==> src/design/wss_ram.sv <==
// Generic single-write, single-read RAM with registered read data.
module wss_ram #(
  parameter int WIDTH = 8,
  parameter int DEPTH = 16
) (
  input  logic                     clk,
  input  logic                     we,
  input  logic [$clog2(DEPTH)-1:0] waddr,
  input  logic [WIDTH-1:0]         wdata,
  input  logic                     re,
  input  logic [$clog2(DEPTH)-1:0] raddr,
  output logic [WIDTH-1:0]         rdata
);

  logic [WIDTH-1:0] mem [DEPTH];

  always_ff @(posedge clk) begin
    if (we) begin
      mem[waddr] <= wdata;
    end
    if (re) begin
      rdata <= mem[raddr];
    end
  end

endmodule

==> config.mk <==
export PLATFORM = sky130hd
export DESIGN_NAME = wss_ram
export DESIGN_NICKNAME = d
export VERILOG_FILES = /design/src/design/wss_ram.sv
export SDC_FILE = /design/constraint.sdc
export NUM_CORES = 1
export LEC_CHECK = 0
export BUFFER_PORTS_ARGS = -buffer_cell sky130_fd_sc_hd__clkbuf_2
export CAP_MARGIN = 20
export CORE_MARGIN = 2
export CORE_UTILIZATION = 51
export CTS_CLUSTER_SIZE = 28
export DETAILED_ROUTE_END_ITERATION = 6
export GPL_ROUTABILITY_DRIVEN = 0
export PLACE_DENSITY = 0.78
export SLEW_MARGIN = 20
export SYNTH_ARGS = -nofsm -noshare
export SYNTH_HDL_FRONTEND = slang
export SYNTH_SLANG_ARGS = --single-unit
export TNS_END_PERCENT = 50
==> constraint.sdc <==
create_clock -name clk -period 1.55 [get_ports clk]
set_input_delay 0.155 -clock clk [delete_from_list [all_inputs] [get_ports clk]]
set_output_delay 0.155 -clock clk [all_outputs]
set_load 0.05 [all_outputs]
==> results.md <==
* Outcome: completed
* Grt total ovfl at 0
* PD cells at 1350 mW/mm²
* Synth area leaders: edfxtp_1 78%, mux4_2 7.8%, mux4_1 7.0%
* Synthesis-stage register bit count at 136
* Port Buffer Count at 26
* Antenna violation net count after detailed routing at 0
* # DRC at 0
* Initial antenna violation count at 0
* Area delta synth->final at 18.8%
* Syn_area_per_cell at 22.8 µm²
* Post-synth top area share at 0.781
* Reg2reg start: mem[11][6]
* Post-Route Skew at 0.0101 ns
* Sequential area share after synthesis at 0.781
* Maximum VDD drop at 0.716 mV
* FP Rows at 36
* Syn Inst Count at 229
* Tot GR Track Use at 0.191
* # setup viols final at 0
* EDFF count, synth at 136
* R2r endpoint: rdata[6]
* Synthesized area at 0.00523 mm²
* Most instantiated library cell after synthesis: edfxtp_1
* Syn Nets at 248
* # resized after CTS at 0
* Clock Latency Late Sink at 0.51 ns
* Share of post-route cells with drive strength above 1 at 0.315
* RSZ-0062 raised after global routing: no
* Synth cell types at 18
* Max Fclk at 667 MHz
* Clk sinks at 136
* Global-route wire length before repair at 15.0 mm
* Pin count of the biggest net entering global routing at 31
* Starting Density at 0.530
* CTS Root Cell: clkbuf_8
* CP Class: reg -> reg
* DRT iter0 DRCs at 164
* Yosys warning count at 0
* Die Y at 105 µm
* Chip width at 105 µm
* CTS clk-pin slew, worst paths at 0.05 ns
* Htree depth at 4
* Worst setup SP type: flop
* Vias/cell at 5.81
* Post-CTS Hold Buffers at 0
* Register-to-Register Path Depth at 3
* Pre-antenna DRT Iters at 4
* # fillers at 645
* Io pins at 27
* Total CTS buffers at 17
* Clock Tree Buf Depth at 2
* Met2 usage at 0.312
* Slowest CP cell: mux4_2
* Routed WL at 9.58 mm
* Largest delay contributor family on the critical path: multiplexers
* Ys async rst share at 0
* Crit end category: flop
* Worst-Margin Slew at 0.741 ns
* # Max-Cap Violations at 0
* Commonest register cell after synthesis: edfxtp_1
* CTS tree: built
* Top Usage Layer GRT: met2
* Routed wire per std cell at 22.2 µm
* Min Tclk post-route at 1.50 ns
* Hold WC Path Type: in -> reg
* Vias in the first global route at 2646
* Met3 Usage GRT at 0.0588
* Final net count at 306
* Core footprint at 0.00986 mm²
* Hold depth at 1
* Cells along the critical path: mux4_2 -> a22oi_1 -> nand2_1
* Post-CTS setup buffer count at 0
* Tot Pwr at 8.38 mW
* Pins Over Slew Limit at 0
* DIE AREA at 0.0111 mm²
* WHS Endpoint: mem[12][1]
* Critical Path AT at 1.74 ns
* CP required at 1.79 ns
* ANT cells at 0
* Commonest cells in the netlist: 136 x edfxtp_1, 18 x mux4_2, 16 x a22oi_1, 14 x mux4_1, 13 x nor2_1
* CP max stage delay at 0.47 ns
* CP Max Fanout at 1
* R2r setup slk at 0.05 ns
* Worst Hold Launch: wdata[1]
* WP buf/inv at 0
* Hpwl dp at 6.18 mm
* Met1 GRT Util at 0.251
* Slew HR at 0.505
* Finished Core Util at 0.629
* Post-synth top area cell: edfxtp_1
* Stages on worst setup path at 3
* Period utilization at 0.967
* Vias at 2505
* P_leak at 2.11 nW
* Final hold violations at 0
sequential cells by signal, indices dropped and copies added, names as in the netlist:
register,cells
mem,128
rdata,8
kinds of logic after synthesis:
family,count (synthesis),synth area share
buffers and inverters,10,0.0165
flip-flops,136,0.781
AND/OR/NAND/NOR,35,0.0314
AO/OA/AOI/OAI,16,0.0230
multiplexers,32,0.148
worst register-to-register path, stage by stage, from the launching register on:
cell	delay, ns
edfxtp_1	0.36
mux4_2	0.47
a22oi_1	0.29
nand2_1	0.11
routing by layer:
layer | up-vias | part of all wire | wire length (µm)
li1 | 1092 | - | -
met1 | 1299 | 0.41 | 3890
met2 | 106 | 0.52 | 4940
met3 | 8 | 0.069 | 659
met4 | 0 | 0.0086 | 82
met5 | - | 0 | 0
per-stage QoR:
step	cell area [µm²]	setup WS [ns]	setup TNS, ns	cells	hold WS (ns)
after detailed placement	5650	-0.142	-0.876	401	0.566
after floorplan	5230	0.113	0	229	0.254
after global routing	6210	0.00647	0	431	0.0540
after global placement	5650	-0.110	-0.627	401	0.549
final	6210	0.0512	0	431	0.0511
after CTS	6210	0.00973	0	431	0.0320
placed cells by master, fill, tap and decap left out:
cell type   Yosys  layout
edfxtp_1      136     136
clkinv_2        0       2
and2b_1         1       1
buf_12          0       3
clkbuf_16       0      16
bufinv_16       0       3
nor3_1          4       3
nor2b_1         1       1
and2_1          1       1
or3b_2          1       1
nand3b_1        2       2
nor3_2          0       1
nand2b_1        2       2
mux4_2         18      18
mux4_1         14      14
buf_4           1      20
nand2_1         9       9
nand3_1         1       1
clkinv_1        0       2
clkbuf_2        0      26
clkbuf_8        0       1
clkinvlp_4      0       3
clkbuf_1        0       3
nor2_1         13      13
a22oi_1        16      16
cell type report:
cell class	count	area [µm²]	share of cell area
clock buffer	20	425	0.0685
sequential	136	4080	0.658
multi-input combinational	83	1060	0.171
clock inverter	10	130	0.0210
timing repair buffer	49	340	0.0548
tap	133	166	0.0268
report_power, final:
| part | switching (mW) | internal [mW] |
|---|---|---|
| combinational | 0.269 | 0.171 |
| sequential | 0.0247 | 4.15 |
| clock | 1.36 | 2.41 |
| total | 1.65 | 6.73 |
worst max-delay path by stage:
stage	slack, ns	to	from
final	0.05	rdata[6]	mem[11][6]
after floorplan	0.11	rdata[1]	raddr[0]
after CTS	0.01	rdata[6]	mem[11][6]
after global placement	-0.11	rdata[2]	raddr[0]
after global routing	0.006	rdata[5]	mem[2][5]
after detailed placement	-0.14	rdata[5]	raddr[0]
Note: power is estimated with default switching activity, not from simulation.
