## config.mk

```make
export PLATFORM = sky130hd
export DESIGN_NAME = wss_cfg
export DESIGN_NICKNAME = d
export VERILOG_FILES = /design/src/design/wss_pkg.sv /design/src/design/wss_cfg.sv
export SDC_FILE = /design/constraint.sdc
export NUM_CORES = 1
export LEC_CHECK = 0
export BUFFER_PORTS_ARGS = -buffer_cell sky130_fd_sc_hd__buf_2
export CAP_MARGIN = 40
export CELL_PAD_IN_SITES_DETAIL_PLACEMENT = 1
export CELL_PAD_IN_SITES_GLOBAL_PLACEMENT = 1
export CORE_ASPECT_RATIO = 2
export CORE_MARGIN = 1
export CORE_UTILIZATION = 22
export CTS_CLUSTER_DIAMETER = 200
export DETAILED_ROUTE_END_ITERATION = 12
export GPL_TIMING_DRIVEN = 0
export PLACE_DENSITY = 0.84
export SLEW_MARGIN = 10
export SYNTH_ARGS = -nofsm -noshare
export SYNTH_HDL_FRONTEND = slang
export SYNTH_SLANG_ARGS = --single-unit
```

## constraint.sdc

```tcl
create_clock -name clk -period 0.95 [get_ports clk]
set_input_delay 0.285 -clock clk [delete_from_list [all_inputs] [get_ports clk]]
set_output_delay 0.285 -clock clk [all_outputs]
set_load 0.01 [all_outputs]
```

## src/design/wss_pkg.sv

```systemverilog
// Shared types and constants for the windowed stream splitter.
package wss_pkg;

  localparam int SAMPLE_W = 24;
  localparam int WEIGHT_W = 17;
  localparam int INDEX_W  = 10;
  localparam int LENGTH_W = 11;
  localparam int APB_ADDR_W = 3;
  localparam int APB_DATA_W = 32;

  localparam int DEF_CHANNEL_COUNT = 2;
  localparam int DEF_WINDOW_DEPTH  = 1024;

  localparam logic [WEIGHT_W-1:0] UNITY_WEIGHT = 17'd65536;
  localparam logic [LENGTH_W-1:0] LENGTH_RESET = 11'd1024;

  // command codes
  localparam logic CMD_SAMPLE = 1'b0;
  localparam logic CMD_LOAD   = 1'b1;

  // split modes
  localparam logic MODE_GATE  = 1'b0;
  localparam logic MODE_XFADE = 1'b1;

  // register index, taken from paddr[2]
  localparam logic REG_SPLIT_MODE    = 1'b0;
  localparam logic REG_WINDOW_LENGTH = 1'b1;

  typedef struct packed {
    logic                split_mode;
    logic [LENGTH_W-1:0] window_length;
  } cfg_t;

  // item between the phase stage and the weighting stage
  typedef struct packed {
    logic                       valid;
    logic                       channel;
    logic signed [SAMPLE_W-1:0] sample;
    logic                       mode;
    logic                       first_half;
  } stage_t;

endpackage

```

## src/design/wss_cfg.sv

```systemverilog
// APB register file: split mode and window length.
module wss_cfg (
  input  logic                             clk,
  input  logic                             rst,
  input  logic                             psel,
  input  logic                             penable,
  input  logic                             pwrite,
  input  logic [wss_pkg::APB_ADDR_W-1:0]   paddr,
  input  logic [wss_pkg::APB_DATA_W-1:0]   pwdata,
  output logic [wss_pkg::APB_DATA_W-1:0]   prdata,
  output logic                             pready,
  output wss_pkg::cfg_t                    cfg
);
  import wss_pkg::*;

  logic wr;

  assign pready = 1'b1;
  assign wr     = psel && penable && pwrite && pready;

  always_ff @(posedge clk) begin
    if (rst) begin
      cfg.split_mode    <= MODE_GATE;
      cfg.window_length <= LENGTH_RESET;
    end else if (wr) begin
      unique case (paddr[2])
        REG_SPLIT_MODE:    cfg.split_mode    <= pwdata[0];
        REG_WINDOW_LENGTH: cfg.window_length <= pwdata[LENGTH_W-1:0];
        default: ;
      endcase
    end
  end

  always_comb begin
    unique case (paddr[2])
      REG_SPLIT_MODE:    prdata = APB_DATA_W'(cfg.split_mode);
      REG_WINDOW_LENGTH: prdata = APB_DATA_W'(cfg.window_length);
      default:           prdata = '0;
    endcase
  end

endmodule

```

==> qor.yml <==
outcome: "finished with violations"
violations: "setup timing"
grt_start_max_net_pins: 11
regMostFlops: "cfg"
cts-buffers-inserted: 3
layout.nets: 204
synth_ff_type: "dfxtp_1"
port_buffers: 39
min_path_cells: 3
grt_remaining_overflow: 0
wirelength_um: 2273
antenna_found_initial: 0
hold_viol: 0
async_reset_ff_share_pct: 0
fin_skew_ns: 0
power_w: 0.001298
timing.rr.start: "cfg[5]"
path_buf_inv: 1
finalHoldWorstSlack_ns: 0.2947
drv_cap: 0
pre_cts_ws_ns: -0.4510
cts_tree: "yes"
yosysWarnings: 0
hpwl_um: 1578
clk_pin_slew_ns: 0.05
finalSetupViolations: 23
vias_per_cell: 3.729
cts_sinks: 12
place.gp.congestion: 0.6485
dieHeight_um: 87.12
initial_utilization_pct: 23.33
hold_class: "input port to flip-flop"
wl_per_cell_um: 10.82
final_layout_size_suffix_gt1_share_pct: 59.26
synthToLayoutAreaGrowth_pct: 80.69
fin_cells: 210
reg2reg_slack_ns: 0.18
rsz0062_at_grt: "yes"
worstSkewPairLatency_ns: 0.23
holdBufCountCts: 0
grt_pass1_wl_um: 3229
clk_path_buf_depth: 2
finalWorstSetupSlack_ns: -0.2729
htree_levels: 1
slew_viol_final: 0
crit_required_ns: 0.66
std_cell_rows: 30
antenna_left: 0
worstHoldEndpoint: "cfg[8]"
startpoint_type: "flip-flop"
cp-end-kind: "primary output"
ir_drop_uv: 474.4
crit_path_top_delay_cell: "dfxtp_2"
largest_register_ffs: 12
grt_pass1_vias: 732
netlist_area_um2: 797.0
synth_area_leader_cell: "dfxtp_1"
synth_commonest_cells: "22 x buf_4, 21 x nand2b_1, 12 x dfxtp_1, 12 x mux2i_1, 10 x and2_1"
core_area_mm2: 0.003416
r2r_cells: 4
crit_path_max_incr_delay_ns: 0.31
arrival_ns: 0.94
min_from: "pwdata[8]"
avgSynthCellArea_um2: 9.057
yosysMostFrequentCell: "buf_4"
die_w_um: 44.56
drc_errors: 0
post-route-min-period_ns: 1.223
io_pins: 85
reg_top3: "cfg (12)"
fin_crit_sh_pct: 128.7
route.vias.total: 783
drt_iter0_drc: 5
pwr_density_cell_mw_per_mm2: 901.0
ys_types: 12
p_leak_nw: 0.7269
clock-root-buffer: "clkbuf_8"
path_class: "flip-flop to primary output"
r2r-end: "cfg[5]"
syn_inst: 88
postLayoutCoreUtil_pct: 42.16
fmax_mhz: 817.7
grt_usage_pct: 11.63
ys_top_cells_by_area: "dfxtp_1 30%, buf_4 21%, nand2b_1 16%"
cp_cell_sequence: "mux2_4, buf_6"
ys_seq_area_share_pct: 30.14
first_pass_iters: 3
critPathTopFamily: "flip-flops"
antennaDiodeCount: 0
synth-edff-count: 0
synth_seq_cells: 12
synth_top_area_share_pct: 30.14
cp_max_fo: 2
die_area_mm2: 0.003882
dp.cells: 195
## placed cells by master, fill, tap and decap left out
master and count:
buf_6 26, buf_12 1, mux2_4 1, nor2_1 2, clkbuf_1 2, conb_1 22, mux2i_1 12, and4_4 1
and2_1 6, buf_4 25, clkbuf_4 1, clkbuf_8 4, nand2b_1 21, buf_2 21, and2_4 4, nand4b_1 1
dfxtp_2 12
## layer usage
layer	part of all wire (%)	vias to the layer above	global-route usage, %
met5	0	-	0
met2	61	44	24.73
met1	32	357	9.343
met4	0.18	0	4.132
li1	-	380	-
met3	6.5	2	2.282
## final cells by class
type                    count  area, µm²
fillers                   415       1976
multi-input cells          70      449.2
repair buffers             51      427.9
flip-flops and latches     12      255.2
plain buffers              26      206.4
well taps                  48      60.06
clock buffers               3      41.29
## how the worst max path moves through the flow
| stage | from | to | cells after the start |
|---|---|---|---|
| after floorplan | paddr[2] | prdata[10] | 2 |
| after global placement | paddr[2] | prdata[10] | 4 |
| after detailed placement | paddr[2] | prdata[8] | 4 |
| after CTS | cfg[11] | prdata[0] | 2 |
| after global routing | cfg[11] | prdata[0] | 2 |
| final | cfg[11] | prdata[0] | 2 |
## tightest hold or removal path, cell delays in order
cell and delay, ns:
buf_2 0.09, nand2b_1 0.05, mux2i_1 0.06
## through the flow
stage,area (µm²),setup TNS (ns)
4_1_cts,1316,-2.435
3_3_place_gp,1127,-6.541
6_report,1440,-2.869
3_5_place_dp,1127,-6.331
5_1_grt,1440,-3.480
2_1_floorplan,872.1,0
## kinds of logic (layout without fill, tap and decap cells)
logic type,after synthesis,count (layout),share of synthesized area (%)
simple gates,35,35,27.79
other cells,2,22,0.9423
buf+inv,26,80,24.65
flops,12,12,30.14
mux,13,13,16.48
## power breakdown
group	switching (W)	total, W	internal [W]
logic	0.000130	0.000309	0.000178
registers	0.00000856	0.000526	0.000517
clock network	0.000184	0.000463	0.000279
total	0.000323	0.00130	0.000975
## what timing repair did
action | CTS | global route
setup endpoints to repair | 23 | 23
gates cloned | 1 | 0
resized for setup | 33 | 14
buffers inserted | 2 | 9
hold endpoints to repair | 0 | 0
Power figures use the tool's default switching activity.
