--- src/design/wss_pkg.sv ---
// Shared types and constants for the windowed stream splitter.
package wss_pkg;

  localparam int SAMPLE_W = 24;
  localparam int WEIGHT_W = 17;
  localparam int INDEX_W  = 10;
  localparam int LENGTH_W = 11;
  localparam int APB_ADDR_W = 3;
  localparam int APB_DATA_W = 32;

  localparam int DEF_CHANNEL_COUNT = 2;
  localparam int DEF_WINDOW_DEPTH  = 1024;

  localparam logic [WEIGHT_W-1:0] UNITY_WEIGHT = 17'd65536;
  localparam logic [LENGTH_W-1:0] LENGTH_RESET = 11'd1024;

  // command codes
  localparam logic CMD_SAMPLE = 1'b0;
  localparam logic CMD_LOAD   = 1'b1;

  // split modes
  localparam logic MODE_GATE  = 1'b0;
  localparam logic MODE_XFADE = 1'b1;

  // register index, taken from paddr[2]
  localparam logic REG_SPLIT_MODE    = 1'b0;
  localparam logic REG_WINDOW_LENGTH = 1'b1;

  typedef struct packed {
    logic                split_mode;
    logic [LENGTH_W-1:0] window_length;
  } cfg_t;

  // item between the phase stage and the weighting stage
  typedef struct packed {
    logic                       valid;
    logic                       channel;
    logic signed [SAMPLE_W-1:0] sample;
    logic                       mode;
    logic                       first_half;
  } stage_t;

endpackage

--- src/design/wss_if.sv ---


interface wss_result_if;
  logic                                valid;
  logic                                ready;
  logic                                out_channel;
  logic signed [wss_pkg::SAMPLE_W-1:0] first_out;
  logic signed [wss_pkg::SAMPLE_W-1:0] second_out;

  modport source (output valid, out_channel, first_out, second_out, input ready);
  modport sink (input valid, out_channel, first_out, second_out, output ready);
endinterface

--- src/design/wss_back.sv ---
// Weighting stage: gate or crossfade products into the result register.
module wss_back (
  input  logic                         clk,
  input  logic                         rst,
  input  wss_pkg::stage_t              stage,
  input  logic [wss_pkg::WEIGHT_W-1:0] weight,
  output logic                         advance,
  wss_result_if.source                 result
);
  import wss_pkg::*;

  localparam int PROD_W = SAMPLE_W + WEIGHT_W + 1;

  logic                       out_adv;
  logic [WEIGHT_W-1:0]        weight_inv;
  logic signed [PROD_W-1:0]   prod_a;
  logic signed [PROD_W-1:0]   prod_b;
  logic signed [SAMPLE_W-1:0] first_v;
  logic signed [SAMPLE_W-1:0] second_v;

  assign out_adv = !result.valid || result.ready;
  assign advance = !stage.valid || out_adv;

  assign weight_inv = UNITY_WEIGHT - weight;
  assign prod_a     = stage.sample * $signed({1'b0, weight});
  assign prod_b     = stage.sample * $signed({1'b0, weight_inv});

  always_comb begin
    unique case (stage.mode)
      MODE_XFADE: begin
        // arithmetic shift of the product: floor rounding
        first_v  = prod_a[SAMPLE_W+15:16];
        second_v = prod_b[SAMPLE_W+15:16];
      end
      MODE_GATE: begin
        first_v  = stage.first_half ? stage.sample : '0;
        second_v = stage.first_half ? '0 : stage.sample;
      end
      default: begin
        first_v  = '0;
        second_v = '0;
      end
    endcase
  end

  always_ff @(posedge clk) begin
    if (rst) begin
      result.valid <= 1'b0;
    end else if (out_adv) begin
      result.valid <= stage.valid;
    end
  end

  always_ff @(posedge clk) begin
    if (out_adv && stage.valid) begin
      result.out_channel <= stage.channel;
      result.first_out   <= first_v;
      result.second_out  <= second_v;
    end
  end

endmodule

--- src/flat_wrapper.sv ---
// flat-port wrapper written by rule: the top's interface ports become plain ports
module wss_back_flat import wss_pkg::*;
  (clk, rst, stage, weight, advance, result_valid, result_out_channel, result_first_out, result_second_out, result_ready);
  wss_result_if result_i ();
  input  logic clk;
  input  logic rst;
  input  wss_pkg::stage_t stage;
  input  logic [wss_pkg::WEIGHT_W-1:0] weight;
  output logic advance;
  output wire logic [$bits(result_i.valid)-1:0] result_valid;
  output wire logic [$bits(result_i.out_channel)-1:0] result_out_channel;
  output wire logic [$bits(result_i.first_out)-1:0] result_first_out;
  output wire logic [$bits(result_i.second_out)-1:0] result_second_out;
  input wire logic [$bits(result_i.ready)-1:0] result_ready;
  assign result_valid = result_i.valid;
  assign result_out_channel = result_i.out_channel;
  assign result_first_out = result_i.first_out;
  assign result_second_out = result_i.second_out;
  assign result_i.ready = result_ready;
  wss_back u_core (.clk(clk), .rst(rst), .stage(stage), .weight(weight), .advance(advance), .result(result_i));
endmodule
--- config.mk ---
export PLATFORM = sky130hd
export DESIGN_NAME = wss_back_flat
export DESIGN_NICKNAME = d
export VERILOG_FILES = /design/src/design/wss_pkg.sv /design/src/design/wss_if.sv /design/src/design/wss_back.sv /design/src/flat_wrapper.sv
export SDC_FILE = /design/constraint.sdc
export NUM_CORES = 2
export LEC_CHECK = 0
export ABC_AREA = 1
export BUFFER_PORTS_ARGS = -buffer_cell sky130_fd_sc_hd__buf_2
export CORE_ASPECT_RATIO = 0.8
export CORE_MARGIN = 2
export CORE_UTILIZATION = 45
export CTS_CLUSTER_DIAMETER = 150
export DETAILED_ROUTE_END_ITERATION = 6
export MAX_ROUTING_LAYER = met4
export PLACE_DENSITY = 0.59
export SLEW_MARGIN = 20
export SYNTH_ARGS = -nofsm -noshare
export SYNTH_HDL_FRONTEND = slang
export SYNTH_SLANG_ARGS = --single-unit
export TNS_END_PERCENT = 1
--- constraint.sdc ---
create_clock -name clk -period 12.6 [get_ports clk]
set_input_delay 1.26 -clock clk [delete_from_list [all_inputs] [get_ports clk]]
set_output_delay 1.26 -clock clk [all_outputs]
set_load 0.03 [all_outputs]
==> metrics <==
Routed Wire Length slightly below 100000 microns; DRT antenna net count 0; Synth Register Bits 50; Starting Density between 40% and 50%; WP data arrival a little under 10 ns; DR pass1 iterations 6; clk slew on worst S/H paths about 0.090 ns; root buf cell clkbuf_16; final setup TNS 0 ns; Crit-path slowest cell xor2_1; worst path required time 12.70 ns; yosys warns 0; Syn Nets about 5200; Post-Syn Area between 0.03 and 0.04 sq mm; pin count of the biggest net entering global routing 50; fin. max-slew vios 0; post-synthesis sequential area ratio around 4.7%; Peak Freq about 100 MHz; Mapped Cells around 4200; CP endpoint kind flip-flop; crit share post-route 76.44%; Yosys top cell area share approximately half; WHS Path Cells 2; setup violators final 0; first-pass GRT wire length about 160000 microns; Avg WL per Cell a little under 20 microns; register area roughly 0.0015 sq mm; total CTS buffers 5; adder-cell share of the synthesized area around 56%; multi-input logic area around 0.025 sq mm; clk_lat worst skew between 0.3 and 0.4 ns; Post-CTS Resized 0; CP max FO 24; Synth area leaders fa_1 (48%), inv_1 (14%), nand2_1 (11%); Top FF cell, synth edfxtp_1; syn_area_per_cell between 7 and 8 sq um; most frequent cells in the layout inv_1 (1228), nand2_1 (973), fa_1 (774); Startpoint Class input port; overall die width about 300 microns; Layout area overhead 4.106%; Post-synth EDFFs 49; Core Rows 87; GRT met1 Usage roughly 44%; Final Hold Fails 0; Synth async-reset ratio 0%; routed vias ~26000; post-synthesis mux area share 0%; Clock Sinks 50; share of layout cells above drive strength 1 under 10%; met2 global-route usage between 40% and 50%; max cap viols 0; met3 GRT Util between 4 and 5%; commonest non-fill, non-tap cell in the layout inv_1; count of port buffers added during placement just under 100; number of global-route vias before repair roughly 27000; Compound-Gate Fraction of Synth Area 4.126%; Core Area 0.07054 sq mm; HPWL Detailed 79840 microns; post-CTS setup buffer count 0; # hold bufs at CTS 0; post-synth top area cell fa_1; 1st-iter DRT viols 2191; io pins 99; status finished, final reports clean; Layout Nets between 5000 and 6000; Die ar. 0.07340 sq mm; RSZ-0062 raised after global routing no; DRC violations left 0; area share of xor/xnor cells in the synthesized design less than 1%; die height about 240 microns; largest family of logic cells by synthesized area adder cells; clock skew ~0.036 ns; gr ovfl total 0; clock buffer depth 2; CP max stage delay around 0.75 ns; Yosys cell types 48; Hold Crit Class reg -> reg; CTS tree yes; H-tree depth 2; critical path type in -> reg; Total Routing Usage GR between 20% and 30%; slew margin rel. 28.11%; # fillers between 7000 and 8000; GP Congestion 0.9482; gr busiest metal met1; min Tclk post-route around 9.6 ns; Worst-Margin Slew about 1.1 ns; via density per instance 5.104; initial antenna violation count 6; post-synthesis simple-gate area fraction between 10% and 20%; R2R cell count 2
==> synth_stat cells, types with 6 or more instances <==
cell type	instances
inv_1	1228
nand2_1	973
fa_1	774
nor2_1	341
ha_1	189
nand3_1	119
clkbuf_1	110
o21ai_0	90
a21oi_1	88
edfxtp_1	49
buf_1	27
buf_2	18
nor3_1	14
o21bai_1	12
a31oi_1	11
o21a_1	9
xor2_1	9
xnor2_1	8
a21o_1	7
clkinv_1	7
nand4_1	6
nor2_2	6
==> final timing paths <==
path,from,endpoint,slack (ns)
worst min register to register,u_core.result.valid$_SDFFE_PP0N_,u_core.result.valid$_SDFFE_PP0N_,0.54
worst max-delay path,weight[1],u_core.result.second_out[17]$_DFFE_PP_,2.97
worst min-delay path,u_core.result.valid$_SDFFE_PP0N_,u_core.result.valid$_SDFFE_PP0N_,0.54
worst max register to register,u_core.result.valid$_SDFFE_PP0N_,u_core.result.first_out[22]$_DFFE_PP_,11.05
==> logic make-up after synthesis <==
| kind of cell | after synthesis |
|---|---|
| xor+xnor | 17 |
| fa+ha+maj | 963 |
| flops | 50 |
| buf+inv | 1403 |
| compound gates | 238 |
| simple gates | 1485 |
==> through the flow <==
step	std cells	hold slack (ns)	instance area [sq um]	setup slack, ns	utilization (%)
after floorplan	4156	0.6002	32060	5.186	-
after global placement	5047	0.5277	33200	3.009	47.07
after detailed placement	5047	0.5203	33200	3.103	47.07
after CTS	5055	0.5342	33350	3.465	47.28
after global routing	5059	0.5926	33370	2.723	47.30
final	5061	0.5421	33370	2.968	47.31
==> cell type report <==
cell class | count | share of cell area, %
clock inverter | 2 | 0.03749
sequential | 50 | 4.469
clock buffer | 6 | 0.4162
multi-input combinational | 2703 | 75.60
antenna | 6 | 0.04499
timing repair buffer | 120 | 1.965
tap | 934 | 3.502
inverter | 1240 | 13.97
==> metal layers <==
| metal | vias to the layer above | share of wire (%) |
|---|---|---|
| met5 | - | 0 |
| met4 | 0 | 1.8 |
| met3 | 97 | 9.5 |
| met2 | 1067 | 42 |
| met1 | 12960 | 46 |
| li1 | 11700 | - |
==> registers in the layout (all words and copies together), names as in the netlist <==
| register | count |
|---|---|
| u_core.result.out_channel | 1 |
| u_core.result.second_out | 24 |
| u_core.result.first_out | 24 |
| u_core.result.valid | 1 |
==> critical path: cells and delay by family <==
kind	cells	cell delay [ns]
fa+ha+maj	8	3.44
simple gates	13	2.05
buf+inv	7	1.58
xor+xnor	1	0.75
compound gates	1	0.63
Power is not shown: default switching activity piles up to over one toggle a cycle in this logic, so the estimate is an artifact.
