[config.mk]
export PLATFORM = sky130hd
export DESIGN_NAME = wss_front_flat
export DESIGN_NICKNAME = d
export VERILOG_FILES = /design/src/design/wss_pkg.sv /design/src/design/wss_if.sv /design/src/design/wss_front.sv /design/src/flat_wrapper.sv
export SDC_FILE = /design/constraint.sdc
export NUM_CORES = 1
export LEC_CHECK = 0
export ABC_AREA = 1
export BUFFER_PORTS_ARGS = -buffer_cell sky130_fd_sc_hd__buf_2
export CORE_UTILIZATION = 47
export DETAILED_ROUTE_END_ITERATION = 6
export PLACE_DENSITY_LB_ADDON = 0.12
export SKIP_CTS_REPAIR_TIMING = 1
export SYNTH_ARGS = -nofsm -noshare
export SYNTH_HDL_FRONTEND = slang
export SYNTH_SLANG_ARGS = --single-unit
[constraint.sdc]
create_clock -name clk -period 2.9 [get_ports clk]
set_clock_uncertainty 0.05 [all_clocks]
set_input_delay 0 -clock clk [delete_from_list [all_inputs] [get_ports clk]]
set_output_delay 0 -clock clk [all_outputs]
set_load 0.005 [all_outputs]
[src/design/wss_pkg.sv]
// Shared types and constants for the windowed stream splitter.
package wss_pkg;

  localparam int SAMPLE_W = 24;
  localparam int WEIGHT_W = 17;
  localparam int INDEX_W  = 10;
  localparam int LENGTH_W = 11;
  localparam int APB_ADDR_W = 3;
  localparam int APB_DATA_W = 32;

  localparam int DEF_CHANNEL_COUNT = 2;
  localparam int DEF_WINDOW_DEPTH  = 1024;

  localparam logic [WEIGHT_W-1:0] UNITY_WEIGHT = 17'd65536;
  localparam logic [LENGTH_W-1:0] LENGTH_RESET = 11'd1024;

  // command codes
  localparam logic CMD_SAMPLE = 1'b0;
  localparam logic CMD_LOAD   = 1'b1;

  // split modes
  localparam logic MODE_GATE  = 1'b0;
  localparam logic MODE_XFADE = 1'b1;

  // register index, taken from paddr[2]
  localparam logic REG_SPLIT_MODE    = 1'b0;
  localparam logic REG_WINDOW_LENGTH = 1'b1;

  typedef struct packed {
    logic                split_mode;
    logic [LENGTH_W-1:0] window_length;
  } cfg_t;

  // item between the phase stage and the weighting stage
  typedef struct packed {
    logic                       valid;
    logic                       channel;
    logic signed [SAMPLE_W-1:0] sample;
    logic                       mode;
    logic                       first_half;
  } stage_t;

endpackage

[src/design/wss_if.sv]
// Item channel interfaces: input items and result items.
interface wss_feed_if;
  logic                                valid;
  logic                                ready;
  logic                                command;
  logic                                channel;
  logic signed [wss_pkg::SAMPLE_W-1:0] sample;
  logic [wss_pkg::INDEX_W-1:0]         entry_index;
  logic [wss_pkg::WEIGHT_W-1:0]        entry_value;

  modport source (output valid, command, channel, sample, entry_index, entry_value,
                  input ready);
  modport sink (input valid, command, channel, sample, entry_index, entry_value,
                output ready);
endinterface


[src/design/wss_front.sv]
// Input stage: phase counters, table load and read address, stage register.
module wss_front #(
  parameter int CHANNEL_COUNT = wss_pkg::DEF_CHANNEL_COUNT,
  parameter int WINDOW_DEPTH  = wss_pkg::DEF_WINDOW_DEPTH
) (
  input  logic                              clk,
  input  logic                              rst,
  wss_feed_if.sink                          feed,
  input  wss_pkg::cfg_t                     cfg,
  input  logic                              advance,
  output logic                              ram_we,
  output logic [$clog2(WINDOW_DEPTH)-1:0]   ram_waddr,
  output logic [wss_pkg::WEIGHT_W-1:0]      ram_wdata,
  output logic [$clog2(WINDOW_DEPTH)-1:0]   ram_raddr,
  output wss_pkg::stage_t                   stage
);
  import wss_pkg::*;

  localparam int PHASE_W  = $clog2(WINDOW_DEPTH);
  localparam int LEN_W    = $clog2(WINDOW_DEPTH + 1);
  localparam int CMP_W    = (LEN_W > LENGTH_W) ? LEN_W : LENGTH_W;
  localparam int IDXC_W   = (LEN_W > INDEX_W) ? LEN_W : INDEX_W;
  localparam int CH_IDX_W = (CHANNEL_COUNT > 1) ? $clog2(CHANNEL_COUNT) : 1;
  localparam logic CH1_OK = (CHANNEL_COUNT > 1);

  logic [PHASE_W-1:0]  phase [CHANNEL_COUNT];
  logic [PHASE_W-1:0]  cur;
  logic [PHASE_W-1:0]  phase_next;
  logic [CH_IDX_W-1:0] ch_idx;
  logic [CMP_W-1:0]    len_raw;
  logic [CMP_W-1:0]    eff_len;
  logic [CMP_W-1:0]    cur_ext;
  logic [CMP_W-1:0]    cur_inc;
  logic                take;
  logic                ch_ok;
  logic                is_sample;

  assign feed.ready = advance;
  assign take       = feed.valid && advance;
  assign ch_idx     = CH_IDX_W'(feed.channel);
  assign ch_ok      = (feed.channel == 1'b0) || CH1_OK;
  assign is_sample  = take && (feed.command == CMD_SAMPLE) && ch_ok;
  assign cur        = phase[ch_idx];

  always_comb begin
    len_raw = CMP_W'(cfg.window_length);
    if (len_raw < CMP_W'(2)) begin
      eff_len = CMP_W'(2);
    end else if (len_raw > CMP_W'(WINDOW_DEPTH)) begin
      eff_len = CMP_W'(WINDOW_DEPTH);
    end else begin
      eff_len = len_raw;
    end
    cur_ext = CMP_W'(cur);
    cur_inc = cur_ext + CMP_W'(1);
    // a phase left past a shortened window still wraps to zero
    phase_next = (cur_inc >= eff_len) ? '0 : PHASE_W'(cur_inc);
  end

  always_ff @(posedge clk) begin
    if (rst) begin
      for (int i = 0; i < CHANNEL_COUNT; i++) begin
        phase[i] <= '0;
      end
    end else if (is_sample) begin
      phase[ch_idx] <= phase_next;
    end
  end

  // table load, out-of-table indexes dropped, weights clamped to unity
  assign ram_we    = take && (feed.command == CMD_LOAD)
                     && (IDXC_W'(feed.entry_index) < IDXC_W'(WINDOW_DEPTH));
  assign ram_waddr = PHASE_W'(feed.entry_index);
  assign ram_wdata = (feed.entry_value > UNITY_WEIGHT) ? UNITY_WEIGHT : feed.entry_value;
  assign ram_raddr = cur;

  always_ff @(posedge clk) begin
    if (rst) begin
      stage.valid <= 1'b0;
    end else if (advance) begin
      stage.valid <= is_sample;
    end
    if (advance) begin
      stage.channel    <= feed.channel;
      stage.sample     <= feed.sample;
      stage.mode       <= cfg.split_mode;
      stage.first_half <= cur_ext < (eff_len >> 1);
    end
  end

endmodule

[src/flat_wrapper.sv]
// flat-port wrapper written by rule: the top's interface ports become plain ports
module wss_front_flat import wss_pkg::*;
#(
  parameter int CHANNEL_COUNT = wss_pkg::DEF_CHANNEL_COUNT,
  parameter int WINDOW_DEPTH  = wss_pkg::DEF_WINDOW_DEPTH
)
  (clk, rst, cfg, advance, ram_we, ram_waddr, ram_wdata, ram_raddr, stage, feed_valid, feed_command, feed_channel, feed_sample, feed_entry_index, feed_entry_value, feed_ready);
  wss_feed_if feed_i ();
  input  logic clk;
  input  logic rst;
  input  wss_pkg::cfg_t cfg;
  input  logic advance;
  output logic ram_we;
  output logic [$clog2(WINDOW_DEPTH)-1:0] ram_waddr;
  output logic [wss_pkg::WEIGHT_W-1:0] ram_wdata;
  output logic [$clog2(WINDOW_DEPTH)-1:0] ram_raddr;
  output wss_pkg::stage_t stage;
  input wire logic [$bits(feed_i.valid)-1:0] feed_valid;
  input wire logic [$bits(feed_i.command)-1:0] feed_command;
  input wire logic [$bits(feed_i.channel)-1:0] feed_channel;
  input wire logic [$bits(feed_i.sample)-1:0] feed_sample;
  input wire logic [$bits(feed_i.entry_index)-1:0] feed_entry_index;
  input wire logic [$bits(feed_i.entry_value)-1:0] feed_entry_value;
  output wire logic [$bits(feed_i.ready)-1:0] feed_ready;
  assign feed_i.valid = feed_valid;
  assign feed_i.command = feed_command;
  assign feed_i.channel = feed_channel;
  assign feed_i.sample = feed_sample;
  assign feed_i.entry_index = feed_entry_index;
  assign feed_i.entry_value = feed_entry_value;
  assign feed_ready = feed_i.ready;
  wss_front #(.CHANNEL_COUNT(CHANNEL_COUNT), .WINDOW_DEPTH(WINDOW_DEPTH)) u_core (.clk(clk), .rst(rst), .feed(feed_i), .cfg(cfg), .advance(advance), .ram_we(ram_we), .ram_waddr(ram_waddr), .ram_wdata(ram_wdata), .ram_raddr(ram_raddr), .stage(stage));
endmodule
==> impl_metrics.py, run 1 <==
metrics = {
    "drt": {
        "drt_iter0_markers": 72,
        "drtAntennaViolNets": 0,
        "routedWlPerCell_um": 13.5,
        "dr.pass1.iters": 4,
        "num_vias": 2473,
        "drcViolationCount": 0,
        "drt_wl_total_um": 6900,
        "vias_per_cell": 4.84,
    },
    "worst_setup_path": {
        "cp-end-kind": "flip-flop",
        "rrSetupSlack_ns": 0.17,
        "cp-start-kind": "flip-flop",
        "crit_family": "simple AND/OR/NAND/NOR gates",
        "worstPathMaxFanout": 5,
        "arrival_ns": 2.83,
        "path_cells": "nand2_4, nand2_4, ha_4, nand2_2, nor2_2, nand2_2, nor2_4, nand2_2, nor3b_2, ha_1, a21oi_2, o21ai_0, o21bai_1, a21oi_2, buf_6, nand2_1, nor2_1",
        "r2r_end": "u_core.phase[0][7]",
        "reg2reg_depth": 17,
        "crit_top_cell": "nand2_2",
        "critPathRequiredTime_ns": 3.00,
        "slowest_delay_ns": 0.39,
        "path_class": "reg -> reg",
        "crit_buf_inv": 1,
        "reg2reg_from": "u_core.phase[1][1]",
        "cp_slowest_cell": "edfxtp_1",
    },
    "cts": {
        "clock_latency_ns": 0.29,
        "clkTransAtPathRegs_ns": 0.08,
        "cts_tree": "yes",
        "cts-root-buf": "clkbuf_8",
        "htree_levels": 2,
        "cts_sinks": 48,
        "cts_buffers": 5,
        "clockBufferDepth": 2,
    },
    "global_route": {
        "antenna_found_initial": 0,
        "grt_pass1_wl_um": 9880,
        "groute.usage.overall_pct": 20.7,
        "grt_start_max_net_pins": 30,
        "grt_pass1_vias": 2286,
        "overflow": 0,
    },
    "floorplan": {
        "die-area_mm2": 0.00629,
        "fp-row-count": 27,
        "start_util_pct": 49.8,
        "die_h_um": 79.3,
        "io_pins": 136,
        "core-area_mm2": 0.00564,
        "die_width_um": 79.3,
    },
    "sta": {
        "final-setup-viol-count": 0,
        "relSlewSlack_pct": 22.0,
        "finalCritPeriodShare_pct": 94.0,
        "fmax_ghz": 0.367,
        "whs_ns": 0.0245,
        "slew_viol_final": 0,
        "worst_pin_slew_ns": 1.16,
        "hold_viol": 0,
        "period_needed_ns": 2.73,
    },
    "worst_hold_path": {
        "hold_depth": 3,
        "hp-class": "in -> reg",
        "holdPathEnd": "u_core.stage[27]",
        "holdCritStartpoint": "rst",
    },
    "logic_synthesis": {
        "synth_seq_cells": 48,
        "yosysUniqueCellTypes": 38,
        "yosysTopAreaCellShare_pct": 50.3,
        "syn_nets": 379,
        "synthTopCellsByCount": "58 x nand2_1, 47 x edfxtp_1, 44 x nor2_1",
        "synth.most_common_cell": "nand2_1",
        "synth_cells": 289,
        "ys_seq_area_share_pct": 51.0,
        "ys.flop_type": "edfxtp_1",
        "synth_edf_count": 47,
        "synth_area_mm2": 0.00281,
        "avgSynthCellArea_um2": 9.72,
        "synthArstFlopShare_pct": 0,
        "yosys_warnings": 0,
        "synth.area.top_cells": "edfxtp_1 50%, ha_1 9.4%, nand2_1 7.8%",
        "yosysTopAreaCell": "edfxtp_1",
    },
    "job": {
        "maxCapViolations": 0,
    },
    "placed_design": {
        "hpwl_um": 4860,
        "place_congestion": 0.796,
        "io_buffers": 115,
        "placed_cell_area_mm2": 0.00339,
    },
    "layout": {
        "nets": 528,
        "synthToLayoutAreaGrowth_pct": 40.3,
        "drive_above_1_share_pct": 38.5,
        "n_antenna_cell": 0,
        "finish.utilization_pct": 69.8,
        "design_area_mm2": 0.00394,
    },
    "power": {
        "p_per_area_mw_per_mm2": 418,
        "p_total_w": 0.00165,
        "p_leak_nw": 1.92,
        "max-vdd-ir-drop_v": 0.000343,
    },
    "status": {
        "outcome": "completed",
    },
}
==> sequential cells by signal (all words and copies together), names as in the netlist <==
register      flops
u_core.stage     28
u_core.phase     20
==> stage by stage <==
step,setup WS (ns),setup TNS (ns),std cells
floorplan,0.261,0,289
detailed placement,0.0497,0,464
global route,-0.00306,-0.00728,511
CTS,0.0176,0,472
finish,0.173,0,511
global placement,0.165,0,464
==> worst reg2reg max path, stage by stage (launching register included) <==
cell and delay [ns]:
edfxtp_1 0.39, nand2_4 0.07, nand2_4 0.12, ha_4 0.16, nand2_2 0.06, nor2_2 0.09
nand2_2 0.09, nor2_4 0.12, nand2_2 0.06, nor3b_2 0.19, ha_1 0.29, a21oi_2 0.15
o21ai_0 0.08, o21bai_1 0.16, a21oi_2 0.18, buf_6 0.16, nand2_1 0.07, nor2_1 0.11
==> metal layers <==
metal,up-vias,global-route usage (%),routed length [um]
met5,-,0,0
met4,0,7.82,145
met3,16,4.48,314
met2,90,39.6,3750
met1,1129,21.9,2690
li1,1238,-,-
==> cells in the final DEF (no fill, tap or decap), types with 3 or more instances in the layout <==
master         count
a21oi_1            7
nor2_2             4
dlygate4sd3_1     35
clkbuf_8           5
nor2_1            43
nand2_2           12
nand2_4            9
buf_4              6
nand2_1           54
buf_2            115
nor3_1             3
edfxtp_1          47
inv_2              3
o21ai_0            3
inv_1             33
xor2_1             5
nand4_1            4
ha_1              19
==> cells by family (layout without fill, tap and decap cells) <==
kind of cell / Yosys count / count (layout) / share of synthesized area (%)
and+or+nand+nor: 140 / 140 / 23.9
buffers and inverters: 52 / 202 / 8.69
DFF: 48 / 48 / 51.0
adders and majority gates: 21 / 21 / 9.36
AOI/OAI and AO/OA: 21 / 21 / 4.63
xor gates and xnor gates: 7 / 7 / 2.45
==> where the power goes <==
part	internal [W]	switching, W
Clock	0.000251	0.000209
Sequential	0.000808	0.0000109
Combinational	0.000172	0.000194
==> how the worst max path moves through the flow <==
stage,start,to,cells past startpoint
after detailed placement,u_core.phase[1][0],u_core.phase[0][7],19
after global placement,u_core.phase[1][0],u_core.phase[0][1],19
after global routing,u_core.phase[1][0],u_core.phase[0][0],19
after floorplan,u_core.phase[1][0],u_core.phase[0][0],18
after CTS,u_core.phase[1][0],u_core.phase[0][7],19
final,u_core.phase[1][1],u_core.phase[0][7],17
==> cell type report <==
| cell class | count | area [um^2] |
|---|---|---|
| Clock buffer | 5 | 68.8 |
| Fill cell | 442 | 1700 |
| Clock inverter | 3 | 37.5 |
| Multi-Input combinational cell | 189 | 1180 |
| Tap cell | 72 | 90.1 |
| Inverter | 36 | 135 |
| Sequential cell | 48 | 1430 |
| Timing Repair Buffer | 158 | 993 |
No activity file was read; power rests on OpenSTA's default activity.
==> inputs of run 2 (changes only) <==
--- a/config.mk
+++ b/config.mk
@@ -10,6 +10,7 @@
 export CORE_UTILIZATION = 47
 export DETAILED_ROUTE_END_ITERATION = 6
 export PLACE_DENSITY_LB_ADDON = 0.12
+export REMOVE_ABC_BUFFERS = 1
 export SKIP_CTS_REPAIR_TIMING = 1
 export SYNTH_ARGS = -nofsm -noshare
 export SYNTH_HDL_FRONTEND = slang
==> run 2 against run 1 <==
Die area unchanged; critical path depth increased by 2; register-to-register slack about the same; sequential share of layout area decreased by 0.23 points; non-clock buffer count unchanged; sequential cell count unchanged; first-iteration DRC count increased by 25%; critical endpoint is now u_core.phase[0][9]; count of clock-buffer cells in the layout increased by 1; highest routed layer unchanged.
==> impl_metrics.py, run 2 (synthesis results as in run 1) <==
metrics = {
    "sta": {
        "fmax_ghz": 0.368,
        "finalCritPeriodShare_pct": 93.8,
        "final-setup-viol-count": 0,
        "hold_viol": 0,
        "period_needed_ns": 2.72,
        "worst_pin_slew_ns": 1.17,
        "slew_viol_final": 0,
        "rsz0062_at_grt": "true",
        "relSlewSlack_pct": 21.3,
    },
    "layout": {
        "multi_input_area_mm2": 0.00121,
        "seq_area_mm2": 0.00143,
        "fill_cells": 448,
        "finish.utilization_pct": 70.3,
        "n_antenna_cell": 0,
        "fin_cells": 510,
        "largest_reg_flops": 28,
        "nets": 528,
        "synthToLayoutAreaGrowth_pct": 41.2,
        "regMostFlops": "u_core.stage",
        "final_cell_mix": "115 x buf_2, 48 x nand2_1, 47 x edfxtp_1",
        "drive_above_1_share_pct": 40.4,
        "reg_top3": "u_core.stage (28), u_core.phase (20)",
        "final_common_cell": "buf_2",
    },
    "cts": {
        "htree_levels": 2,
        "cts_tree": "yes",
        "clkTransAtPathRegs_ns": 0.08,
        "cts_sinks": 48,
        "clock_latency_ns": 0.29,
        "cts-root-buf": "clkbuf_8",
        "clockBufferDepth": 2,
        "cts_buffers": 5,
    },
    "drt": {
        "num_vias": 2460,
        "dr.pass1.iters": 4,
        "drt_wl_total_um": 6960,
        "drtAntennaViolNets": 0,
        "vias_per_cell": 4.82,
        "drcViolationCount": 0,
        "routedWlPerCell_um": 13.6,
        "drt_iter0_markers": 90,
    },
    "worst_hold_path": {
        "hp-class": "in -> reg",
        "hold_depth": 3,
        "holdCritStartpoint": "rst",
        "holdPathEnd": "u_core.stage[27]",
    },
    "global_route": {
        "overflow": 0,
        "grt_pass1_vias": 2082,
        "grt_pass1_wl_um": 9500,
        "grt_start_max_net_pins": 30,
        "grt_use_met1_pct": 23.6,
        "groute.usage.overall_pct": 20.0,
        "grt-busiest-layer": "met2",
        "use_met3_pct": 7.13,
        "grt_use_met2_pct": 35.2,
        "antenna_found_initial": 0,
    },
    "worst_setup_path": {
        "critPathRequiredTime_ns": 3.00,
        "worstPathMaxFanout": 5,
        "path_class": "reg -> reg",
        "arrival_ns": 2.82,
        "reg2reg_from": "u_core.phase[1][0]",
        "reg2reg_depth": 19,
        "rrSetupSlack_ns": 0.18,
        "cp-start-kind": "flip-flop",
        "r2r_end": "u_core.phase[0][9]",
        "cp-end-kind": "flip-flop",
    },
    "floorplan": {
        "start_util_pct": 49.8,
        "die_width_um": 79.3,
        "fp-row-count": 27,
        "die_h_um": 79.3,
        "io_pins": 136,
        "core-area_mm2": 0.00564,
        "die-area_mm2": 0.00629,
    },
    "power": {
        "p_per_area_mw_per_mm2": 397,
        "p_leak_nw": 1.93,
        "max-vdd-ir-drop_v": 0.000402,
        "p_total_w": 0.00157,
    },
    "placed_design": {
        "place_congestion": 0.753,
        "hpwl_um": 4780,
        "io_buffers": 115,
        "post-place-cells": 466,
    },
    "status": {
        "outcome": "completed",
    },
    "job": {
        "maxCapViolations": 0,
    },
}
-- run 2: changes by cell type in the layout (fill, tap and decap cells not counted), sizes merged --
cell    change
bufinv      -1
clkinv      -1
buf         -1
clkbuf      +2
-- run 2: final cells by class --
type	count	share of cell area (%)
Inverter	36	3.41
Tap cell	72	2.27
Clock inverter	1	0.126
Clock buffer	6	1.83
Sequential cell	48	36.1
Multi-Input combinational cell	189	30.6
Timing Repair Buffer	158	25.6
-- run 2: layer usage --
metal | up-vias | part of all wire, %
met4 | 0 | 0.93
met1 | 1155 | 40
met5 | - | 0
li1 | 1232 | -
met3 | 7 | 4.4
met2 | 66 | 54
-- run 2: worst max-delay path, stage by stage (launching register included) --
cell,delay (ns)
edfxtp_1,0.34
inv_2,0.04
nand2_2,0.05
o21ai_2,0.06
inv_2,0.08
ha_4,0.14
nand2_2,0.05
nor2_2,0.08
nand2_2,0.08
nor2_4,0.14
nand2_2,0.08
nor3b_2,0.18
ha_1,0.28
a21oi_2,0.15
o21ai_1,0.07
o21bai_4,0.18
a21oi_4,0.19
clkbuf_16,0.19
nand2_4,0.05
nor2_1,0.10
-- run 2: worst max-delay path by stage --
stage	from	end	slack [ns]	cells after the start
final	u_core.phase[1][0]	u_core.phase[0][9]	0.18	19
after global routing	u_core.phase[1][0]	u_core.phase[0][9]	-0.04	19
after global placement	u_core.phase[1][0]	u_core.phase[1][1]	0.20	19
after floorplan	u_core.phase[1][0]	u_core.phase[0][0]	0.26	18
after detailed placement	u_core.phase[1][0]	u_core.phase[0][2]	0.14	19
after CTS	u_core.phase[1][0]	u_core.phase[1][0]	0.09	19
-- run 2: report_power, final --
part	switching [W]	total (W)	internal [W]
Combinational	0.000203	0.000389	0.000185
Clock	0.000202	0.000367	0.000164
Sequential	0.0000114	0.000820	0.000808
Total	0.000417	0.00157	0.00116
-- run 2: through the flow --
step / TNS, ns / setup WS [ns] / hold WS [ns] / instance area [um^2]
2_1_floorplan: 0 / 0.259 / -0.0500 / 2700
3_3_place_gp: 0 / 0.201 / -0.0500 / 3420
3_5_place_dp: 0 / 0.144 / -0.0500 / 3420
4_1_cts: 0 / 0.0927 / -0.181 / 3500
5_1_grt: -0.391 / -0.0436 / 0.0302 / 3970
6_report: 0 / 0.180 / 0.0274 / 3970
==> inputs of run 3 (changes only) <==
--- a/config.mk
+++ b/config.mk
@@ -7,11 +7,11 @@
 export LEC_CHECK = 0
 export ABC_AREA = 1
 export BUFFER_PORTS_ARGS = -buffer_cell sky130_fd_sc_hd__buf_2
-export CORE_UTILIZATION = 47
+export CORE_UTILIZATION = 45
+export CTS_BUF_LIST = sky130_fd_sc_hd__clkbuf_4 sky130_fd_sc_hd__clkbuf_8
 export DETAILED_ROUTE_END_ITERATION = 6
 export PLACE_DENSITY_LB_ADDON = 0.12
 export REMOVE_ABC_BUFFERS = 1
-export SKIP_CTS_REPAIR_TIMING = 1
 export SYNTH_ARGS = -nofsm -noshare
 export SYNTH_HDL_FRONTEND = slang
 export SYNTH_SLANG_ARGS = --single-unit
==> run 3 against run 2 <==
Fmax increased by 0.45%; register-to-register slack about the same; setup slack better by 0.012 ns; sequential cell count stayed put; clock power increased by 1%; utilization is 5.1 points lower; critical path depth is the same; sequential share of layout area is 0.78 points higher; worst hold slack improved by 0.0021 ns; sequential power barely moved; first-iteration DRC count fell by 17%; largest cell class unchanged; highest routed layer unchanged.
==> impl_metrics.py, run 3 (synthesis results as in run 1) <==
metrics = {
    "status": {
        "outcome": "completed",
    },
    "cts": {
        "clockBufferDepth": 2,
        "cts_buffers": 5,
        "clock_latency_ns": 0.29,
        "clkTransAtPathRegs_ns": 0.08,
        "htree_levels": 2,
        "cts_sinks": 48,
        "post_cts_buffers": 0,
        "cts-root-buf": "clkbuf_8",
        "cts_tree": "yes",
    },
    "global_route": {
        "groute.usage.overall_pct": 20.5,
        "grt_start_max_net_pins": 30,
        "overflow": 0,
        "antenna_found_initial": 0,
        "grt_pass1_vias": 2220,
        "grt_pass1_wl_um": 10200,
    },
    "floorplan": {
        "start_util_pct": 47.1,
        "die_h_um": 81.0,
        "die-area_mm2": 0.00656,
        "core-area_mm2": 0.00596,
        "die_width_um": 81.0,
        "io_pins": 136,
        "fp-row-count": 28,
    },
    "job": {
        "maxCapViolations": 0,
    },
    "layout": {
        "final_cell_mix": "115 x buf_2, 57 x nand2_1, 47 x edfxtp_1",
        "fill_cells": 504,
        "synthToLayoutAreaGrowth_pct": 38.2,
        "final_common_cell": "buf_2",
        "nets": 526,
        "fin_cells": 511,
        "regMostFlops": "u_core.stage",
        "n_antenna_cell": 0,
        "drive_above_1_share_pct": 37.4,
        "largest_reg_flops": 28,
        "reg_top3": "u_core.stage (28), u_core.phase (20)",
    },
    "placed_design": {
        "io_buffers": 115,
        "hpwl_um": 4900,
        "post-place-cells": 469,
        "place_congestion": 0.803,
    },
    "sta": {
        "worst_pin_slew_ns": 1.18,
        "final-setup-viol-count": 0,
        "slew_viol_final": 0,
        "fin_tns_setup_ns": 0,
        "relSlewSlack_pct": 20.6,
        "rsz0062_at_grt": "false",
        "fmax_ghz": 0.369,
        "hold_viol": 0,
        "period_needed_ns": 2.71,
        "finalCritPeriodShare_pct": 93.4,
    },
    "drt": {
        "vias_per_cell": 4.68,
        "routedWlPerCell_um": 12.9,
        "drt_wl_total_um": 6600,
        "dr.pass1.iters": 4,
        "drt_iter0_markers": 75,
        "drcViolationCount": 0,
        "num_vias": 2389,
        "drtAntennaViolNets": 0,
    },
    "power": {
        "p_per_area_mw_per_mm2": 398,
        "max-vdd-ir-drop_v": 0.000306,
        "p_leak_nw": 1.90,
    },
    "worst_hold_path": {
        "hp-class": "in -> reg",
    },
    "worst_setup_path": {
        "cp-end-kind": "flip-flop",
        "path_class": "reg -> reg",
        "critPathRequiredTime_ns": 2.99,
        "arrival_ns": 2.80,
        "cp-start-kind": "flip-flop",
        "worstPathMaxFanout": 10,
    },
}
[run 3: repair_timing]
action / 4_1_cts / 5_1_grt
setup endpoints to repair: 0 / 20
resized for setup: 0 / 6
hold endpoints to repair: 35 / 0
hold buffers: 35 / 0
[run 3: layout make-up]
type	instances	area, um^2	area share [%]
clock inverter	2	12.5	0.322
timing repair buffer	156	983	25.3
sequential	48	1430	36.9
inverter	36	135	3.48
clock buffer	5	68.8	1.77
tap	75	93.8	2.42
multi-input combinational	189	1160	29.8
[run 3: worst paths after layout]
kind	slack (ns)	to	depth (start not counted)	start
setup / recovery	0.19	u_core.phase[1][0]	19	u_core.phase[1][0]
hold / removal	0.03	u_core.stage[27]	3	rst
setup reg to reg	0.19	u_core.phase[1][0]	19	u_core.phase[1][0]
hold reg to reg	0.44	u_core.stage[27]	1	u_core.stage[27]
[run 3: per-layer routing]
metal,vias up,GRT usage [%],part of all wire (%)
met5,-,0,0
met4,0,2.68,0.62
met3,6,3.60,5.4
met2,83,38.7,52
met1,1071,24.5,42
li1,1229,-,-
[run 3: power breakdown]
group / total [W] / switching, W / internal, W
Clock: 0.000371 / 0.000207 / 0.000163
Combinational: 0.000357 / 0.000188 / 0.000169
Sequential: 0.000818 / 0.0000102 / 0.000808
[run 3: critical path, cell delays in order (launching register included)]
cell and delay, ns:
edfxtp_1 0.32, inv_1 0.04, nand2_2 0.05, o21ai_2 0.06, inv_2 0.09, ha_4 0.15
nand2_2 0.05, nor2_2 0.11, nand2_2 0.09, nor2_4 0.11, nand2_2 0.07, nor3b_2 0.19
ha_1 0.29, a21oi_2 0.13, o21ai_0 0.09, o21bai_1 0.17, a21oi_2 0.15, buf_12 0.14
nand2_1 0.09, nor2_1 0.10
[run 3: stage by stage]
| step | cell area (um^2) | hold WS, ns | util (%) | power (W) | worst slack (ns) |
|---|---|---|---|---|---|
| 2_1_floorplan | 2700 | -0.0500 | - | 0.000991 | 0.259 |
| 3_3_place_gp | 3430 | -0.0499 | 57.5 | 0.00114 | 0.226 |
| 3_5_place_dp | 3430 | -0.0499 | 57.5 | 0.00115 | 0.0956 |
| 4_1_cts | 3860 | 0.0235 | 64.8 | 0.00155 | 0.0773 |
| 5_1_grt | 3880 | 0.0402 | 65.2 | 0.00163 | 0.00633 |
| 6_report | 3880 | 0.0295 | 65.2 | 0.00155 | 0.192 |
